[src/hdl/plob_pkg.sv]
// shared constants, types and helper functions of the price level order book
package plob_pkg;

    localparam int LVL_BITS = 10;
    localparam int LEVELS   = 1 << LVL_BITS;
    localparam int NUMW     = 35;
    localparam int DENW     = 32;
    localparam int MAGW     = NUMW - 1;
    localparam int CNTW     = $clog2(MAGW);
    localparam int PRODW    = LVL_BITS + 1 + 32;
    localparam int SUMW     = PRODW + 1;
    localparam int ENSW     = LVL_BITS + 34;

    localparam logic [LVL_BITS-1:0] LVL_MAX = {LVL_BITS{1'b1}};
    localparam logic [MAGW:0]       MID_W   = (MAGW + 1)'(LEVELS / 2);
    localparam logic signed [LVL_BITS:0] MID_S = (LVL_BITS + 1)'(LEVELS / 2);

    localparam logic [1:0] ACT_BID   = 2'd0;
    localparam logic [1:0] ACT_ASK   = 2'd1;
    localparam logic [1:0] ACT_PAIR  = 2'd2;
    localparam logic [1:0] ACT_RESET = 2'd3;

    typedef enum logic [3:0] {
        S_IDLE,
        S_DISP,
        S_CLR,
        S_DIVW,
        S_SCRD,
        S_SCCK,
        S_ORD,
        S_OMB,
        S_OMA,
        S_OAD
    } t_state;

    typedef enum logic [3:0] {
        OP_ENS_A,
        OP_ENS_B,
        OP_PRI_B,
        OP_PRI_A,
        OP_IDX_A,
        OP_IDX_B,
        OP_PUT_LVL,
        OP_PUT_BID,
        OP_PUT_ASK,
        OP_FIN_A,
        OP_FIN_B,
        OP_RST,
        OP_REPORT
    } t_op;

    typedef struct packed {
        logic                   start;
        logic signed [NUMW-1:0] num;
        logic [DENW-1:0]        den;
    } t_div_req;

    typedef struct packed {
        logic                done;
        logic [LVL_BITS-1:0] idx;
    } t_div_rsp;

    function automatic t_op plob_op(input logic [1:0] act, input logic [3:0] pc);
        t_op op;
        op = OP_REPORT;
        case (act)
            ACT_BID, ACT_ASK: begin
                case (pc)
                    4'd0:    op = OP_ENS_A;
                    4'd1:    op = OP_IDX_A;
                    4'd2:    op = OP_PUT_LVL;
                    default: op = OP_REPORT;
                endcase
            end
            ACT_PAIR: begin
                case (pc)
                    4'd0:    op = OP_ENS_A;
                    4'd1:    op = OP_ENS_B;
                    4'd2:    op = OP_PRI_B;
                    4'd3:    op = OP_PRI_A;
                    4'd4:    op = OP_ENS_A;
                    4'd5:    op = OP_IDX_A;
                    4'd6:    op = OP_PUT_BID;
                    4'd7:    op = OP_ENS_B;
                    4'd8:    op = OP_IDX_B;
                    4'd9:    op = OP_PUT_ASK;
                    4'd10:   op = OP_IDX_A;
                    4'd11:   op = OP_FIN_A;
                    4'd12:   op = OP_IDX_B;
                    4'd13:   op = OP_FIN_B;
                    default: op = OP_REPORT;
                endcase
            end
            default: begin
                case (pc)
                    4'd0:    op = OP_RST;
                    default: op = OP_REPORT;
                endcase
            end
        endcase
        return op;
    endfunction

    function automatic logic signed [31:0] plob_sat(input logic signed [SUMW-1:0] v);
        logic signed [31:0] r;
        if (v > SUMW'(64'sd2147483647)) begin
            r = 32'sh7fffffff;
        end else if (v < -SUMW'(64'sd2147483648)) begin
            r = 32'sh80000000;
        end else begin
            r = v[31:0];
        end
        return r;
    endfunction

    function automatic logic [30:0] plob_clamp(input logic signed [31:0] q);
        return q[31] ? 31'd0 : q[30:0];
    endfunction

endpackage

[src/hdl/plob_div.sv]
// shared bit-serial divider mapping a price offset to a clamped level index
module plob_div (
    input  logic               i_clk,
    input  logic               i_rst_n,
    input  plob_pkg::t_div_req i_req,
    output plob_pkg::t_div_rsp o_rsp
);

    logic                          r_busy;
    logic                          r_done;
    logic                          r_neg;
    logic [plob_pkg::CNTW-1:0]     r_cnt;
    logic [plob_pkg::MAGW-1:0]     r_quo;
    logic [plob_pkg::DENW-1:0]     r_rem;
    logic [plob_pkg::DENW-1:0]     r_den;

    logic signed [plob_pkg::NUMW-1:0] w_neg_num;
    logic [plob_pkg::MAGW-1:0]        w_mag;
    logic [plob_pkg::DENW:0]          w_tr;
    logic [plob_pkg::DENW:0]          w_sub;
    logic [plob_pkg::MAGW:0]          w_qr;
    logic [plob_pkg::MAGW:0]          w_qp;

    assign w_neg_num = -i_req.num;
    assign w_mag = i_req.num[plob_pkg::NUMW-1] ? w_neg_num[plob_pkg::MAGW-1:0]
                                               : i_req.num[plob_pkg::MAGW-1:0];
    assign w_tr  = {r_rem, r_quo[plob_pkg::MAGW-1]};
    assign w_sub = w_tr - {1'b0, r_den};

    always_ff @(posedge i_clk) begin
        if (!i_rst_n) begin
            r_busy <= 1'b0;
            r_done <= 1'b0;
        end else begin
            r_done <= 1'b0;
            if (i_req.start) begin
                r_busy <= 1'b1;
                r_cnt  <= plob_pkg::CNTW'(plob_pkg::MAGW - 1);
                r_quo  <= w_mag;
                r_rem  <= '0;
                r_den  <= i_req.den;
                r_neg  <= i_req.num[plob_pkg::NUMW-1];
            end else if (r_busy) begin
                if (!w_sub[plob_pkg::DENW]) begin
                    r_rem <= w_sub[plob_pkg::DENW-1:0];
                    r_quo <= {r_quo[plob_pkg::MAGW-2:0], 1'b1};
                end else begin
                    r_rem <= w_tr[plob_pkg::DENW-1:0];
                    r_quo <= {r_quo[plob_pkg::MAGW-2:0], 1'b0};
                end
                r_cnt <= r_cnt - 1'b1;
                if (r_cnt == '0) begin
                    r_busy <= 1'b0;
                    r_done <= 1'b1;
                end
            end
        end
    end

    // floor for negative offsets, then clamp to the level range
    assign w_qr = {1'b0, r_quo} + (plob_pkg::MAGW + 1)'(r_rem != '0);
    assign w_qp = {1'b0, r_quo};

    always_comb begin
        o_rsp.done = r_done;
        if (r_neg) begin
            if (w_qr >= plob_pkg::MID_W) begin
                o_rsp.idx = '0;
            end else begin
                o_rsp.idx = plob_pkg::LVL_BITS'(plob_pkg::MID_W - w_qr);
            end
        end else begin
            if (w_qp >= plob_pkg::MID_W) begin
                o_rsp.idx = plob_pkg::LVL_MAX;
            end else begin
                o_rsp.idx = plob_pkg::LVL_BITS'(plob_pkg::MID_W + w_qp);
            end
        end
    end

endmodule

[config.mk]
export PLATFORM = sky130hd
export DESIGN_NAME = plob_div
export DESIGN_NICKNAME = d
export VERILOG_FILES = /design/src/hdl/plob_pkg.sv /design/src/hdl/plob_div.sv
export SDC_FILE = /design/constraint.sdc
export NUM_CORES = 1
export LEC_CHECK = 0
export BUFFER_PORTS_ARGS = -buffer_cell sky130_fd_sc_hd__buf_4
export CORE_MARGIN = 2
export CORE_UTILIZATION = 65
export DETAILED_ROUTE_END_ITERATION = 10
export PLACE_DENSITY = 0.87
export SLEW_MARGIN = 20
export SYNTH_ARGS = -nofsm -noshare
export SYNTH_HDL_FRONTEND = slang
export SYNTH_SLANG_ARGS = --single-unit
[constraint.sdc]
create_clock -name i_clk -period 7 [get_ports i_clk]
set_input_delay 1.05 -clock i_clk [delete_from_list [all_inputs] [get_ports i_clk]]
set_output_delay 1.05 -clock i_clk [all_outputs]
set_load 0.02 [all_outputs]
==> summary.txt <==
OUTCOME
----------------------------------------------------------------------------------------
Result of the run                                                           finished clean

ROUTE
----------------------------------------------------------------------------------------
Routed WL                                                                       18200 um
Detailed Routing Iterations Pass 1                                                     5
Via density per instance                                                            6.37
Met3 wire len                                                                     854 um
Top routing layer used                                                              met4
Initial DRC count                                                                    607
Remaining design rule violation count                                                  0
Number of nets with antenna violations after routing                                   0
Final routed wire length divided by cell count                                   17.7 um
DRT met1 WL                                                                      7770 um
Amount of wire on met2 after detailed routing                                    9040 um
Count of vias placed by the detailed router                                         6557

CRITICAL PATH
----------------------------------------------------------------------------------------
Endpoint of the most critical register-to-register path                     r_rem[31]$_SDFFCE_PP0P_
Top Family by Delay on Critical Path                                        simple AND/OR/NAND/NOR gates
Cell depth of the worst setup path                                                    16
Number of cells traversed by the worst register-to-register path                      14
Setup slack of the most critical reg-to-reg path                                 2.09 ns
Startpoint of the worst register-to-register path                           r_quo[33]$_DFFE_PP_
Crit path capture type                                                       output port
WP data required                                                                 5.95 ns
Category of the critical setup timing path                                  flop to output port
Cell repeated most along the worst path                                     sky130_fd_sc_hd__ha_1
Cell at the slowest stage of the critical path                              sky130_fd_sc_hd__edfxtp_1
Critical path, cell by cell                                                 nor4_1 > nand4_1 > or2_2 > ha_1 > ha_1 > and4_1 > and3_1 > a31o_2 > a21oi_1 > o2111ai_1 > a2111oi_4 > nand3_1 > o21ai_0 > nand2_1 > o211ai_1 > buf_4
Count of buffering cells on the critical path with inverters included                  1
CP Max Fanout                                                                         11
Kind of start point of the critical path                                            flop
Data arrival time of the critical path                                           4.97 ns
Worst stage delay on the critical path                                           0.43 ns

LAYOUT
----------------------------------------------------------------------------------------
Final design utilization                                                           74.3%
Relative area change from synthesis to final layout                                12.9%
# nets final                                                                         986
Layout cell share with drive strength beyond 1                                     15.2%
N_diodes                                                                               0

CLOCKING
----------------------------------------------------------------------------------------
TritonCTS buffer count                                                                 9
Post-CTS setup-driven buffer insertion count                                           0
Worst-skew pair later-pin latency                                                0.37 ns
Clock-pin transition on the worst setup and hold timing paths                    0.07 ns
Clock tree from TritonCTS                                                           done
Number of clock sinks                                                                107
Hold-fix buffers at CTS                                                                0
Root Buffer Master                                                          sky130_fd_sc_hd__clkbuf_16
Post-cts sizing count                                                                  0
Maximum buffer depth of the clock tree                                                 2
Depth of the CTS H-tree                                                                3

POWER
----------------------------------------------------------------------------------------
Sw Ratio                                                                           31.1%
Power dissipated by switching net loads                                       0.000606 W
Part of the total power dissipated in combinational logic                          29.0%
Worst vdd rail ir drop                                                        0.000234 V
Int Power                                                                      0.00135 W
Areal power density over the cells                                           221 nW/um^2
Flop pwr share                                                                     42.7%
Relative contribution of the clock network to total power                          28.3%
Static leakage                                                                   3.54 nW

SYNTHESIS
----------------------------------------------------------------------------------------
Register area share after synthesis                                                40.9%
Syn Nets                                                                             924
Top cells by area, synth                                                    sky130_fd_sc_hd__edfxtp_1 (40%), sky130_fd_sc_hd__ha_1 (6.1%), sky130_fd_sc_hd__xor2_1 (4.4%)
Largest area contributor in the netlist                                     sky130_fd_sc_hd__edfxtp_1
Mean instance size in the synthesized netlist                                  9.58 um^2
Synthesized area                                                               7810 um^2
Flop and latch count out of synthesis                                                107
Library cell with the highest instance count after synthesis                sky130_fd_sc_hd__edfxtp_1
Top flip-flop cell by instance count after synthesis                        sky130_fd_sc_hd__edfxtp_1
Yosys warning total                                                                    0
Number of flops mapped to enable cells by yosys                                      105
Top cell types by occurrence after synthesis                                sky130_fd_sc_hd__edfxtp_1 (105), sky130_fd_sc_hd__nor2_1 (83), sky130_fd_sc_hd__a21oi_1 (67)
Share of Yosys cell area claimed by the top area cell type                         40.4%
Gate Count Post-Synth                                                                815
Post-synth ARST share                                                                 0%
Number of library cell types mapped by synthesis                                      69

STA
----------------------------------------------------------------------------------------
Portion of the clock cycle consumed by the worst path in the final layout          86.0%
Worst Max-Slew Pin Slew                                                          1.00 ns
Remaining max-slew budget at the tightest pin                                      33.3%
Fmax                                                                           0.166 GHz
Count of endpoints failing hold in the final timing report                             0
Worst clock skew on the final layout                                           0.0104 ns
Minimum period implied by the final worst setup slack                            6.02 ns
Setup-violating endpoint count in the final report                                     0
Unrepaired setup endpoints after global routing                                       no
Number of pins with negative max-slew slack in the final report                        0
Setup tns final                                                                     0 ns

GLOBAL ROUTING
----------------------------------------------------------------------------------------
Initial antenna violation count                                                        0
Vias in the first global route                                                      6217
Leftover overflow at the end of global routing                                         0
First-pass GRT wire length                                                      29600 um
Largest net degree at the start of global routing                                     99
Global-route total usage across every layer                                        28.7%

WORST HOLD PATH
----------------------------------------------------------------------------------------
Hold Path Origin                                                            r_busy$_SDFF_PN0_
Hold worst-path end                                                         r_done$_SDFF_PP0_
Worst min path class                                                        flop to flop
Worst hold path stage count                                                            2

DIE
----------------------------------------------------------------------------------------
Number of placement rows                                                              40
Area inside the core boundary                                                 11900 um^2
Initial core utilization                                                           65.9%
I/O pin total                                                                         81
Vertical extent of the die                                                        114 um
Floorplan die area                                                            12900 um^2
X dimension of the die                                                            114 um

PLACE
----------------------------------------------------------------------------------------
Placer's final routability congestion estimate                                     0.913
Half-perimeter wire length of the detailed placement result                     13300 um
Number of port buffers                                                                80

FLOW RUN
----------------------------------------------------------------------------------------
Number of violations of the max-capacitance limit                                      0

==> registers in the layout (all words and copies together) (netlist names) <==
register,cells
r_cnt,6
r_den,32
r_busy,1
r_rem,32
r_neg,1
r_quo,34
r_done,1
==> metal layers <==
layer	GRT usage, %	up-vias
met4	12.5	0
li1	-	3161
met2	49.1	237
met1	37.1	3121
met5	0	-
met3	3.35	38
==> area by class of cell <==
type	count	area, um^2
clock inverters	6	88.8
repair buffers	84	631
well taps	147	184
flip-flops and latches	107	3190
inverters	55	206
fillers	843	3050
clock buffers	10	229
multi-input cells	620	4280
==> logic make-up (layout without fill, tap and decap cells) <==
logic type | after synthesis | in the layout | synth area share [%]
AOI/OAI and AO/OA | 197 | 197 | 16.7
xor gates and xnor gates | 70 | 70 | 7.85
adders and majority gates | 39 | 39 | 6.34
buffers and inverters | 88 | 155 | 4.39
DFF | 107 | 107 | 40.9
muxes | 45 | 45 | 6.05
and+or+nand+nor | 269 | 269 | 17.8
==> placed cells by master (no fill, tap or decap), types with 4 or more instances in the layout <==
| cell | Yosys | routed |
|---|---|---|
| sky130_fd_sc_hd__nand3b_1 | 4 | 4 |
| sky130_fd_sc_hd__o21a_1 | 5 | 4 |
| sky130_fd_sc_hd__and2_1 | 4 | 4 |
| sky130_fd_sc_hd__nor3_1 | 12 | 12 |
| sky130_fd_sc_hd__nor2b_1 | 6 | 6 |
| sky130_fd_sc_hd__a41o_1 | 4 | 4 |
| sky130_fd_sc_hd__xnor2_1 | 31 | 30 |
| sky130_fd_sc_hd__a21o_1 | 13 | 13 |
| sky130_fd_sc_hd__and4_1 | 6 | 6 |
| sky130_fd_sc_hd__mux2i_1 | 30 | 30 |
| sky130_fd_sc_hd__buf_4 | 1 | 84 |
| sky130_fd_sc_hd__xor2_1 | 39 | 39 |
| sky130_fd_sc_hd__ha_1 | 38 | 38 |
| sky130_fd_sc_hd__nand3_1 | 16 | 16 |
| sky130_fd_sc_hd__nand2_1 | 51 | 51 |
| sky130_fd_sc_hd__inv_1 | 55 | 55 |
| sky130_fd_sc_hd__or2_2 | 4 | 4 |
| sky130_fd_sc_hd__nor2_1 | 83 | 83 |
| sky130_fd_sc_hd__nand4_1 | 16 | 16 |
| sky130_fd_sc_hd__and3_1 | 14 | 14 |
| sky130_fd_sc_hd__nor4_1 | 19 | 19 |
| sky130_fd_sc_hd__o21ai_0 | 34 | 34 |
| sky130_fd_sc_hd__or4_1 | 4 | 4 |
| sky130_fd_sc_hd__o41ai_1 | 8 | 8 |
| sky130_fd_sc_hd__a21oi_1 | 67 | 67 |
| sky130_fd_sc_hd__o211ai_1 | 12 | 12 |
| sky130_fd_sc_hd__nand2b_1 | 12 | 12 |
| sky130_fd_sc_hd__edfxtp_1 | 105 | 105 |
| sky130_fd_sc_hd__clkbuf_16 | 0 | 9 |
| sky130_fd_sc_hd__o22ai_1 | 6 | 6 |
| sky130_fd_sc_hd__o31ai_1 | 8 | 8 |
| sky130_fd_sc_hd__a31oi_1 | 8 | 8 |
| sky130_fd_sc_hd__mux2_2 | 14 | 14 |
==> power by group through the flow <==
stage	Clock (W)	Sequential [W]	Combinational, W
floorplan	0	0.000824	0.000424
global placement	0	0.000844	0.000532
detailed placement	0	0.000846	0.000553
CTS	0.000555	0.000833	0.000561
global route	0.000576	0.000841	0.000621
finish	0.000552	0.000835	0.000565
==> worst reg2reg max path, cell delays in order, from the launching register on <==
cell	delay [ns]
sky130_fd_sc_hd__edfxtp_1	0.49
sky130_fd_sc_hd__inv_1	0.10
sky130_fd_sc_hd__ha_1	0.23
sky130_fd_sc_hd__fa_1	0.42
sky130_fd_sc_hd__nand2b_1	0.18
sky130_fd_sc_hd__a21oi_1	0.21
sky130_fd_sc_hd__o21ai_0	0.26
sky130_fd_sc_hd__a21oi_1	0.27
sky130_fd_sc_hd__o21ai_0	0.25
sky130_fd_sc_hd__o211ai_1	0.25
sky130_fd_sc_hd__a21oi_1	0.13
sky130_fd_sc_hd__xnor2_2	0.64
sky130_fd_sc_hd__buf_4	0.51
sky130_fd_sc_hd__or4b_2	0.62
sky130_fd_sc_hd__o311ai_0	0.13
==> worst max-delay path by stage <==
stage / startpoint / end / slack (ns)
6_report: r_rem[15]$_SDFFCE_PP0P_ / o_rsp[5] / 0.98
5_1_grt: r_rem[15]$_SDFFCE_PP0P_ / o_rsp[5] / 0.66
4_1_cts: r_rem[6]$_SDFFCE_PP0P_ / o_rsp[5] / 1.06
3_5_place_dp: r_rem[6]$_SDFFCE_PP0P_ / o_rsp[5] / 1.46
3_3_place_gp: r_rem[6]$_SDFFCE_PP0P_ / o_rsp[3] / 1.62
2_1_floorplan: r_rem[6]$_SDFFCE_PP0P_ / o_rsp[7] / 1.94
==> stage by stage <==
stage          area, um^2  cells  power, W  worst slack [ns]  hold slack, ns
3_5_place_dp         8500   1013   0.00140              1.46           0.453
3_3_place_gp         8500   1013   0.00138              1.62           0.434
2_1_floorplan        7810    815   0.00125              1.94           0.421
5_1_grt              8820   1029   0.00204             0.664           0.482
6_report             8820   1029   0.00195             0.978           0.468
4_1_cts              8820   1029   0.00195              1.06           0.466
(Power assumes the default switching activity.)
